### config.mk
export PLATFORM = sky130hd
export DESIGN_NAME = dense_matrix_multiply_top
export DESIGN_NICKNAME = d
export VERILOG_FILES = /design/src/sv/dmm_pkg.sv /design/src/sv/dense_matrix_multiply_top.sv /design/src/sv/dmm_store.sv /design/src/sv/dmm_mac.sv /design/src/sv/dmm_seq.sv
export SDC_FILE = /design/constraint.sdc
export NUM_CORES = 2
export LEC_CHECK = 0
export ABC_AREA = 1
export BUFFER_PORTS_ARGS = -buffer_cell sky130_fd_sc_hd__buf_4
export CORE_UTILIZATION = 50
export CTS_CLUSTER_DIAMETER = 50
export DETAILED_ROUTE_END_ITERATION = 6
export GPL_ROUTABILITY_DRIVEN = 0
export PLACE_DENSITY = 0.66
export SLEW_MARGIN = 20
export SYNTH_ARGS = -nofsm -noshare
export SYNTH_HDL_FRONTEND = slang
export SYNTH_SLANG_ARGS = --single-unit
export TNS_END_PERCENT = 20
### constraint.sdc
create_clock -name clock -period 10.71 [get_ports clock]
set_input_delay 1.071 -clock clock [delete_from_list [all_inputs] [get_ports clock]]
set_output_delay 1.071 -clock clock [all_outputs]
set_load 0.05 [all_outputs]
### src/sv/dmm_pkg.sv
package dmm_pkg;

   localparam int CFG_W  = 4;
   localparam int DATA_W = 16;
   localparam int PROD_W = 32;
   localparam int SUM_W  = 35;
   localparam int POS_W  = 3;
   localparam int KIND_W = 2;
   localparam int IDX_W  = 6;
   localparam int ADDR_W = 4;
   localparam int PDATA_W = 32;

   localparam logic [KIND_W-1:0] KIND_WRITE_A = 2'd0;
   localparam logic [KIND_W-1:0] KIND_WRITE_B = 2'd1;
   localparam logic [KIND_W-1:0] KIND_START   = 2'd2;

   localparam logic [1:0] REG_ROWS_A    = 2'd0;
   localparam logic [1:0] REG_COLS_B    = 2'd1;
   localparam logic [1:0] REG_INNER_LEN = 2'd2;

   localparam logic [CFG_W-1:0] DIM_RESET = 4'd8;

   typedef enum logic [1:0] {
      ST_IDLE,
      ST_ISSUE,
      ST_DRAIN,
      ST_EMIT
   } seq_state_type;

   typedef struct packed {
      logic valid;
      logic first;
      logic last;
   } mac_ctl_type;

endpackage

### src/sv/dense_matrix_multiply_top.sv
// Fixed-point matrix multiply C = A * B. A request of kind write-A or write-B
// stores one signed Q8.8 element at a row-major index (indices of
// MAX_DIM*MAX_DIM and above are dropped). A start request streams
// out rows_a*cols_b elements of C in row-major order as signed Q19.16 sums,
// the final one flagged by rsp_last. One multiplier is shared by all products:
// each element issues one store read per product, then passes the read,
// multiply and accumulate registers before the output load, which waits
// while the previous element is held by rsp_stall; request stall stays high
// for the whole run. Dimension registers at 0 act as 1 and above MAX_DIM act as
// MAX_DIM; write them only while the block is idle.
// Elements must be written before a run reads them.
module dense_matrix_multiply_top #(
   parameter int MAX_DIM = 8
) (
   input  logic                                clock,
   input  logic                                reset,
   input  logic                                req_valid,
   output logic                                req_stall,
   input  logic [dmm_pkg::KIND_W-1:0]          req_kind,
   input  logic [dmm_pkg::IDX_W-1:0]           req_index,
   input  logic signed [dmm_pkg::DATA_W-1:0]   req_value,
   output logic                                rsp_valid,
   input  logic                                rsp_stall,
   output logic [dmm_pkg::POS_W-1:0]           rsp_row,
   output logic [dmm_pkg::POS_W-1:0]           rsp_col,
   output logic signed [dmm_pkg::SUM_W-1:0]    rsp_product_sum,
   output logic                                rsp_last,
   input  logic                                csr_psel,
   input  logic                                csr_penable,
   input  logic                                csr_pwrite,
   input  logic [dmm_pkg::ADDR_W-1:0]          csr_paddr,
   input  logic [dmm_pkg::PDATA_W-1:0]         csr_pwdata,
   output logic [dmm_pkg::PDATA_W-1:0]         csr_prdata,
   output logic                                csr_pready
);
   import dmm_pkg::*;

   localparam int STORE_DEPTH = MAX_DIM * MAX_DIM;
   localparam int AW = $clog2(STORE_DEPTH);
   localparam int DW = $clog2(MAX_DIM);
   localparam logic [IDX_W:0] DEPTH_LIM = (IDX_W + 1)'(STORE_DEPTH);

   logic [CFG_W-1:0] rows_a_ff, rows_a_in;
   logic [CFG_W-1:0] cols_b_ff, cols_b_in;
   logic [CFG_W-1:0] inner_len_ff, inner_len_in;
   logic             cfg_wr;
   logic [1:0]       reg_sel;

   logic             req_take, busy, start, idx_ok, wr_a, wr_b;
   logic [AW-1:0]    a_addr, b_addr;
   logic [DATA_W-1:0] a_data, b_data;
   mac_ctl_type      rd_ctl;
   logic             mac_done;
   logic signed [SUM_W-1:0] mac_acc;

   assign reg_sel    = csr_paddr[3:2];
   assign cfg_wr     = csr_psel && csr_penable && csr_pwrite;
   assign csr_pready = 1'b1;

   always_comb begin
      rows_a_in    = rows_a_ff;
      cols_b_in    = cols_b_ff;
      inner_len_in = inner_len_ff;
      if (cfg_wr) begin
         unique case (reg_sel)
            REG_ROWS_A:    rows_a_in    = csr_pwdata[CFG_W-1:0];
            REG_COLS_B:    cols_b_in    = csr_pwdata[CFG_W-1:0];
            REG_INNER_LEN: inner_len_in = csr_pwdata[CFG_W-1:0];
            default: ;
         endcase
      end
   end

   always_ff @(posedge clock) begin
      if (reset) begin
         rows_a_ff    <= DIM_RESET;
         cols_b_ff    <= DIM_RESET;
         inner_len_ff <= DIM_RESET;
      end else begin
         rows_a_ff    <= rows_a_in;
         cols_b_ff    <= cols_b_in;
         inner_len_ff <= inner_len_in;
      end
   end

   always_comb begin
      unique case (reg_sel)
         REG_ROWS_A:    csr_prdata = PDATA_W'(rows_a_ff);
         REG_COLS_B:    csr_prdata = PDATA_W'(cols_b_ff);
         REG_INNER_LEN: csr_prdata = PDATA_W'(inner_len_ff);
         default:       csr_prdata = '0;
      endcase
   end

   assign req_stall = busy;
   assign req_take  = req_valid && !busy;
   assign idx_ok    = {1'b0, req_index} < DEPTH_LIM;
   assign wr_a      = req_take && (req_kind == KIND_WRITE_A) && idx_ok;
   assign wr_b      = req_take && (req_kind == KIND_WRITE_B) && idx_ok;
   assign start     = req_take && (req_kind == KIND_START);

   dmm_store #(.DEPTH(STORE_DEPTH), .AW(AW)) u_store_a (
      .clock   (clock),
      .wr_en   (wr_a),
      .wr_addr (req_index[AW-1:0]),
      .wr_data (req_value),
      .rd_addr (a_addr),
      .rd_data (a_data)
   );

   dmm_store #(.DEPTH(STORE_DEPTH), .AW(AW)) u_store_b (
      .clock   (clock),
      .wr_en   (wr_b),
      .wr_addr (req_index[AW-1:0]),
      .wr_data (req_value),
      .rd_addr (b_addr),
      .rd_data (b_data)
   );

   dmm_mac u_mac (
      .clock (clock),
      .reset (reset),
      .ctl   (rd_ctl),
      .a_val ($signed(a_data)),
      .b_val ($signed(b_data)),
      .done  (mac_done),
      .acc   (mac_acc)
   );

   dmm_seq #(.MAX_DIM(MAX_DIM), .AW(AW), .DW(DW)) u_seq (
      .clock           (clock),
      .reset           (reset),
      .start           (start),
      .rows_a          (rows_a_ff),
      .cols_b          (cols_b_ff),
      .inner_len       (inner_len_ff),
      .mac_done        (mac_done),
      .mac_acc         (mac_acc),
      .rsp_stall       (rsp_stall),
      .busy            (busy),
      .a_addr          (a_addr),
      .b_addr          (b_addr),
      .rd_ctl          (rd_ctl),
      .rsp_valid       (rsp_valid),
      .rsp_row         (rsp_row),
      .rsp_col         (rsp_col),
      .rsp_product_sum (rsp_product_sum),
      .rsp_last        (rsp_last)
   );

endmodule

### src/sv/dmm_store.sv
module dmm_store #(
   parameter int DEPTH = 64,
   parameter int AW    = 6
) (
   input  logic                        clock,
   input  logic                        wr_en,
   input  logic [AW-1:0]               wr_addr,
   input  logic [dmm_pkg::DATA_W-1:0]  wr_data,
   input  logic [AW-1:0]               rd_addr,
   output logic [dmm_pkg::DATA_W-1:0]  rd_data
);
   import dmm_pkg::*;

   logic [DATA_W-1:0] mem_ff [DEPTH];
   logic [DATA_W-1:0] rd_data_ff;

   always_ff @(posedge clock) begin
      if (wr_en) begin
         mem_ff[wr_addr] <= wr_data;
      end
   end

   always_ff @(posedge clock) begin
      rd_data_ff <= mem_ff[rd_addr];
   end

   assign rd_data = rd_data_ff;

endmodule

### src/sv/dmm_mac.sv
module dmm_mac (
   input  logic                              clock,
   input  logic                              reset,
   input  dmm_pkg::mac_ctl_type              ctl,
   input  logic signed [dmm_pkg::DATA_W-1:0] a_val,
   input  logic signed [dmm_pkg::DATA_W-1:0] b_val,
   output logic                              done,
   output logic signed [dmm_pkg::SUM_W-1:0]  acc
);
   import dmm_pkg::*;

   logic signed [PROD_W-1:0] prod_ff;
   mac_ctl_type              prod_ctl_ff;
   logic signed [SUM_W-1:0]  acc_ff;
   logic signed [SUM_W-1:0]  acc_in;
   logic signed [SUM_W-1:0]  prod_ext;
   logic                     done_ff;

   always_ff @(posedge clock) begin
      prod_ff <= a_val * b_val;
   end

   always_ff @(posedge clock) begin
      if (reset) begin
         prod_ctl_ff <= '0;
         done_ff     <= 1'b0;
      end else begin
         prod_ctl_ff <= ctl;
         done_ff     <= prod_ctl_ff.valid && prod_ctl_ff.last;
      end
   end

   always_comb begin
      prod_ext = SUM_W'(prod_ff);
      acc_in   = acc_ff;
      if (prod_ctl_ff.valid) begin
         acc_in = prod_ctl_ff.first ? prod_ext : acc_ff + prod_ext;
      end
   end

   always_ff @(posedge clock) begin
      acc_ff <= acc_in;
   end

   assign done = done_ff;
   assign acc  = acc_ff;

endmodule

### src/sv/dmm_seq.sv
module dmm_seq #(
   parameter int MAX_DIM = 8,
   parameter int AW      = 6,
   parameter int DW      = 3
) (
   input  logic                              clock,
   input  logic                              reset,
   input  logic                              start,
   input  logic [dmm_pkg::CFG_W-1:0]         rows_a,
   input  logic [dmm_pkg::CFG_W-1:0]         cols_b,
   input  logic [dmm_pkg::CFG_W-1:0]         inner_len,
   input  logic                              mac_done,
   input  logic signed [dmm_pkg::SUM_W-1:0]  mac_acc,
   input  logic                              rsp_stall,
   output logic                              busy,
   output logic [AW-1:0]                     a_addr,
   output logic [AW-1:0]                     b_addr,
   output dmm_pkg::mac_ctl_type              rd_ctl,
   output logic                              rsp_valid,
   output logic [dmm_pkg::POS_W-1:0]         rsp_row,
   output logic [dmm_pkg::POS_W-1:0]         rsp_col,
   output logic signed [dmm_pkg::SUM_W-1:0]  rsp_product_sum,
   output logic                              rsp_last
);
   import dmm_pkg::*;

   function automatic logic [DW-1:0] dim_m1(input logic [CFG_W-1:0] r);
      logic [DW-1:0] res;
      if (r == '0) begin
         res = '0;
      end else if (r > CFG_W'(MAX_DIM)) begin
         res = DW'(MAX_DIM - 1);
      end else begin
         res = DW'(r - CFG_W'(1));
      end
      return res;
   endfunction

   seq_state_type state_ff, state_in;
   logic [DW-1:0] y_ff, y_in, x_ff, x_in, k_ff, k_in;
   logic [AW-1:0] a_base_ff, a_base_in, a_addr_ff, a_addr_in, b_addr_ff, b_addr_in;
   mac_ctl_type   rd_ctl_in, rd_ctl_ff;
   logic          rsp_valid_ff, rsp_valid_in;
   logic [POS_W-1:0]        rsp_row_ff, rsp_col_ff;
   logic signed [SUM_W-1:0] rsp_sum_ff;
   logic                    rsp_last_ff;
   logic          load_out;
   logic [DW-1:0] ny_m1, nx_m1, nk_m1;
   logic [AW-1:0] nx_aw, nk_aw;
   logic          final_elem;

   assign ny_m1 = dim_m1(rows_a);
   assign nx_m1 = dim_m1(cols_b);
   assign nk_m1 = dim_m1(inner_len);
   assign nx_aw = AW'(nx_m1) + AW'(1);
   assign nk_aw = AW'(nk_m1) + AW'(1);
   assign final_elem = (y_ff == ny_m1) && (x_ff == nx_m1);

   always_ff @(posedge clock) begin
      if (reset) begin
         state_ff     <= ST_IDLE;
         rd_ctl_ff    <= '0;
         rsp_valid_ff <= 1'b0;
      end else begin
         state_ff     <= state_in;
         rd_ctl_ff    <= rd_ctl_in;
         rsp_valid_ff <= rsp_valid_in;
      end
   end

   always_ff @(posedge clock) begin
      y_ff      <= y_in;
      x_ff      <= x_in;
      k_ff      <= k_in;
      a_base_ff <= a_base_in;
      a_addr_ff <= a_addr_in;
      b_addr_ff <= b_addr_in;
      if (load_out) begin
         rsp_row_ff  <= POS_W'(y_ff);
         rsp_col_ff  <= POS_W'(x_ff);
         rsp_sum_ff  <= mac_acc;
         rsp_last_ff <= final_elem;
      end
   end

   always_comb begin
      state_in  = state_ff;
      y_in      = y_ff;
      x_in      = x_ff;
      k_in      = k_ff;
      a_base_in = a_base_ff;
      a_addr_in = a_addr_ff;
      b_addr_in = b_addr_ff;
      rd_ctl_in = '0;
      load_out  = 1'b0;
      unique case (state_ff)
         ST_IDLE: begin
            if (start) begin
               y_in      = '0;
               x_in      = '0;
               k_in      = '0;
               a_base_in = '0;
               a_addr_in = '0;
               b_addr_in = '0;
               state_in  = ST_ISSUE;
            end
         end
         ST_ISSUE: begin
            rd_ctl_in.valid = 1'b1;
            rd_ctl_in.first = (k_ff == '0);
            rd_ctl_in.last  = (k_ff == nk_m1);
            a_addr_in = a_addr_ff + AW'(1);
            b_addr_in = b_addr_ff + nx_aw;
            k_in      = k_ff + DW'(1);
            if (k_ff == nk_m1) begin
               k_in     = '0;
               state_in = ST_DRAIN;
            end
         end
         ST_DRAIN: begin
            if (mac_done) begin
               state_in = ST_EMIT;
            end
         end
         ST_EMIT: begin
            if (!rsp_valid_ff || !rsp_stall) begin
               load_out = 1'b1;
               if (final_elem) begin
                  state_in = ST_IDLE;
               end else if (x_ff == nx_m1) begin
                  x_in      = '0;
                  y_in      = y_ff + DW'(1);
                  a_base_in = a_base_ff + nk_aw;
                  a_addr_in = a_base_ff + nk_aw;
                  b_addr_in = '0;
                  state_in  = ST_ISSUE;
               end else begin
                  x_in      = x_ff + DW'(1);
                  a_addr_in = a_base_ff;
                  b_addr_in = AW'(x_ff) + AW'(1);
                  state_in  = ST_ISSUE;
               end
            end
         end
         default: begin
            state_in = ST_IDLE;
         end
      endcase
   end

   assign rsp_valid_in = load_out || (rsp_valid_ff && rsp_stall);

   assign busy            = (state_ff != ST_IDLE);
   assign a_addr          = a_addr_ff;
   assign b_addr          = b_addr_ff;
   assign rd_ctl          = rd_ctl_ff;
   assign rsp_valid       = rsp_valid_ff;
   assign rsp_row         = rsp_row_ff;
   assign rsp_col         = rsp_col_ff;
   assign rsp_product_sum = rsp_sum_ff;
   assign rsp_last        = rsp_last_ff;

endmodule

# == Word level (Yosys, flattened, before mapping) ==
# Memory sizes are Yosys's and may differ from the RTL's. A register that Yosys moved wholly into a read port is not among the register bits.
# Index checks and enable logic that the tools add are counted.
# word_totals
ram_bits,2048
elab_cells,136
reg_bits,158
out_inout_bits,77
mem_count,2
# op_classes
n_lt_le_gt_ge,3
eq_ne,16
n_addsub,13
n_bitwise,1
mul,1
n_reduce_logical,34
mux,42
# mem_list
memory,words,word_bits,rd,rd_ports_with_merged_regs,wr,line,text
u_store_a.mem_ff,64,16,1,1,1,dmm_store.sv:14,logic [DATA_W-1:0] mem_ff [DEPTH];
u_store_b.mem_ff,64,16,1,1,1,dmm_store.sv:14,
# ops
cell,count
$mux 3,15
$mux 6,7
$pmux 6 s3,2
$add 35x32->35,1
$mux 35,1
$mul 16x16->32,1
$pmux 3 s2,3
$add 3x1->4 const B,3
$add 6x6->6,2
$gt 4x4->1 const B,3
$logic_not 4->1,3
$pmux 4 s3,1
$pmux 6 s2,1
$reduce_and 4->1,3
$add 3x1->3 const B,3
$eq 3x3->1,3
$logic_and 1x1->1,9
$sub 3x1->3 const B,3
$eq 2x2->1 const B,4
$mux 2,4
$pmux 2 s4,1
$reduce_and 2->1,4
$mux 1,7
$add 6x1->6 const B,1
other kinds (12),25

# == Logic depth before layout (Yosys ltp) ==
# logic_depth
depth_word,9
mapped_depth,28
ltp_nobuf,26

# == Hierarchy ==
# From an unflattened synthesis, not the netlist that was laid out.
# hier_totals
cells_unflattened,9535
area_unflattened_um2,103787.0
# by_module_without_submodules
mod,cells_per_inst,seq_area_each_um2,area_each_um2,instances
dmm_store,3517,31069.8,42099.1,2
dmm_mac,2047,1771.7,15204.6,1
dmm_seq,323,2192.1,3544.6,1
dense_matrix_multiply_top,131,240.2,839.6,1

# == Least setup slack after synthesis ==
# No wires, ideal clock.
# synth_timing
path_kind,reg2reg
startpoint,"register u_store_b.rd_data_ff[6], in the netlist u_store_b.rd_data[6], read port of u_store_b.mem_ff"
endpoint,register u_mac.prod_ff[28]
stages_incl_launch_ff,20
t_arrival_ns,5.265
slack_ns,5.332
period_less_slack_ns,5.378
required_time_ns,10.597
path_cell_list,dfxtp_1 clkbuf_1 clkbuf_1 nand2_1 fa_1 inv_1 fa_1 fa_1 fa_1 fa_1 inv_1 fa_1 inv_1 ha_1 a21oi_1 o21ai_0 a221oi_1 nand3_1 nand2_1 nand2_1
# synth_between
elab_chain_cells,1
# synth_rtl
element,line,text
"start, declared",dmm_store.sv:15,logic [DATA_W-1:0] rd_data_ff;
$mul 16x16->32,dmm_mac.sv:20,prod_ff <= a_val * b_val;
"end signal, assigned",dmm_mac.sv:20,
"end, declared",dmm_mac.sv:12,logic signed [PROD_W-1:0] prod_ff;
# No other way between the ends.
# A chain may end at the register's enable or synchronous reset.

# == Worst setup path after layout ==
# layout_timing
startpoint,"register u_store_b.rd_data_ff[4], in the netlist u_store_b.rd_data[4], read port of u_store_b.mem_ff"
endpoint,register u_mac.prod_ff[28]
# The elaborated chain is that of the path after synthesis.

==> run summary <==
Status -> finished with violations
Violations in the final reports -> DRC
Cell repeated most along the worst path -> fa_1
Slowest-stage cell, CP -> dfxtp_1
Top-count cell post-synth -> edfxtp_1
Worst path bufs/invs -> 3
Slew Limit Fails -> 0
Total of cells resized after clock tree synthesis -> 0
IO Port Bufs -> 84
Post-synth ARST share -> 0%
Root Driver -> clkbuf_16
Simple-gate share of the synthesized area -> 11.3%
Post-CTS Hold Buffers -> 0
# setup viols final -> 0
Post-Synth Adder-Cell Area -> 6.98%
DR pass1 iterations -> 7
DPL Wire Length -> 155000 um
Fin Setup TNS -> 0 ns
Synth Flop Type -> edfxtp_1
Slowest Stage Delay on Critical Path -> 0.85 ns
CTS tree -> yes
Avg Inst Size Synth -> 11.7 sq um
Antenna violations before repair -> 9
Die Width -> 451 um
Max Cap Viol -> 0
FF+latch count, synth -> 2238
Worst R2R Start -> u_store_b.rd_data[4]
Crit path cell chain -> nand2_1 -> fa_1 -> inv_1 -> fa_1 -> fa_1 -> fa_1 -> fa_1 -> inv_1 -> fa_1 -> inv_1 -> ha_1 -> a21oi_1 -> o21ai_0 -> a221oi_1 -> nand3_1 -> nand2_1 -> nand2_1
Setup Buffers After CTS -> 0
Total gr overflow -> 0
Largest family of logic cells by synthesized area -> simple AND/OR/NAND/NOR gates
Vias per std cell -> 5.80
Gate Count Post-Synth -> 8621
Vias in the first global route -> 64700
Length of routed met3 wiring -> 21700 um
Via count -> 66600
Worst-skew pair later-pin latency -> 0.88 ns
CP required -> 11.40 ns
Synth cell types -> 43
Top layer in use -> met5
Setup CP Type -> flip-flop to flip-flop
Post-synth EDFFs -> 2152
DRC violations left -> 30
Met1 wire length -> 107000 um
Syn. warnings -> 0
Total wire length -> 264000 um
Setup Skew -> 0.0817 ns
Worst setup SP type -> flip-flop
Starting density of the core -> 50.4%
Met2 wire len -> 125000 um
Placed cell area -> 104000 sq um
Max Root-Sink Buffers -> 3
Mapped cell area -> 101000 sq um
Mux cell area share after synthesis -> 0.476%
Slew headroom -> 22.7%
Drt initial violations -> 7729
Largest net degree at the start of global routing -> 199
Area share of the largest cell type after synthesis -> 64.0%
Arr. time, crit path -> 6.94 ns
Row count -> 164
Largest area contributor in the netlist -> edfxtp_1
Hold wc startpoint -> u_seq.rd_ctl[2]
Compound-Gate Fraction of Synth Area -> 10.1%
RSZ-0062 raised after global routing -> no
Slew @ Worst Pin -> 1.16 ns
First-pass GRT wire length -> 395000 um
WL/cell -> 23.0 um
Tcrit/Tclk final -> 58.3%
Period minus WS final -> 6.24 ns
Layout cells sized above 1 -> 7.47%
Synth cell count leaders -> edfxtp_1, nand2_1, nor2_1
Post-synthesis xor/xnor area fraction -> 0.382%
Worst Setup End Kind -> flip-flop
Die footprint -> 204000 sq um
Reg clk slew, reported paths -> 0.06 ns
Crit path max-delay family -> adder cells
Clk sinks -> 2238
Final Hold Viols -> 0
Max Clk Rate -> 0.160 GHz
Core area -> 200000 sq um
Design area -> 112000 sq um
All-Layer GR Usage -> 25.5%
Synth top area cells -> edfxtp_1, nand2_1, fa_1, o21ai_0, nor2_1
Clock H-tree levels -> 4
CP startpoint -> u_store_b.rd_data[4]
Die Y -> 451 um
NumNets Final -> 9102
P&R area growth vs syn -> 10.8%
Sequential share of the synthesized area -> 65.8%
Crit path max fanout -> 16
Total CTS buffers -> 229
Top Ports -> 144
Hold Path Class -> flip-flop to flip-flop
Remaining antenna violation count -> 0
logic make-up after synthesis:
| group | count (synthesis) |
|---|---|
| buffers and inverters | 1222 |
| AND/OR/NAND/NOR | 2899 |
| other | 2 |
| adder cells (fa/ha/maj) | 404 |
| flip-flops | 2238 |
| XOR/XNOR | 44 |
| multiplexers | 48 |
| AO/OA/AOI/OAI | 1764 |
through the flow:
| stage | util (%) | instances | hold slack (ns) | setup slack [ns] |
|---|---|---|---|---|
| 2_1_floorplan | - | 8648 | 0.388 | 5.33 |
| 3_3_place_gp | 52.1 | 11100 | 0.399 | 4.62 |
| 3_5_place_dp | 52.1 | 11100 | 0.399 | 4.56 |
| 4_1_cts | 55.9 | 11500 | 0.406 | 4.54 |
| 5_1_grt | 55.9 | 11500 | 0.424 | 4.19 |
| 6_report | 55.9 | 11500 | 0.407 | 4.47 |
cell usage in the layout (no fill, tap or decap), types with 80 or more instances in the layout:
cell type,n
a211oi_1,80
a21oi_1,271
buf_4,277
clkbuf_16,233
dfxtp_1,86
edfxtp_1,2152
fa_1,265
ha_1,139
inv_1,677
nand2_1,1536
nand3_1,306
nor2_1,967
o211ai_1,168
o21ai_0,835
o221ai_1,100
o22ai_1,261
per-layer routing:
layer | GRT usage [%] | vias up
li1 | - | 30200
met4 | 9.52 | 6
met3 | 4.15 | 455
met2 | 41.4 | 2916
met1 | 34.7 | 33000
met5 | 0 | -
flip-flops by register name (all words and copies together) (netlist names), 3 cells and up:
| name | count |
|---|---|
| u_mac.prod_ctl_ff | 3 |
| u_seq.rd_ctl | 3 |
| u_mac.acc | 35 |
| u_seq.x_ff | 3 |
| u_seq.rsp_row | 3 |
| u_seq.a_base_ff | 6 |
| u_seq.b_addr | 6 |
| u_mac.prod_ff | 32 |
| u_seq.y_ff | 3 |
| u_seq.rsp_col | 3 |
| u_store_b.rd_data | 16 |
| rows_a_ff | 4 |
| cols_b_ff | 4 |
| u_seq.a_addr | 6 |
| u_seq.k_ff | 3 |
| u_store_a.mem_ff | 1024 |
| u_store_b.mem_ff | 1024 |
| u_seq.rsp_product_sum | 35 |
| inner_len_ff | 4 |
| u_store_a.rd_data | 16 |
tightest hold or removal path, delay by kind of cell, from the launching register on:
kind                   cells  cell delay, ns
buffers and inverters      1            0.04
flip-flops                 1            0.29
AND/OR/NAND/NOR            1            0.03
worst paths after layout:
path                          end  slack, ns  cells past startpoint
min          u_mac.prod_ctl_ff[2]       0.41                      2
max reg2reg     u_mac.prod_ff[28]       4.47                     17
max             u_mac.prod_ff[28]       4.47                     17
min reg2reg  u_mac.prod_ctl_ff[2]       0.41                      2
area by class of cell:
type,instances,area (sq um)
clock inverter,140,1380
timing repair buffer,285,2240
antenna,4,10.0
sequential,2238,66300
multi-input combinational,5188,29700
fill,16300,88300
tap,2656,3320
inverter,689,2620
clock buffer,287,6090
Power is left out: the tool's default activity adds up to more than one toggle a clock period on the data nets, which glitch-free logic cannot reach.
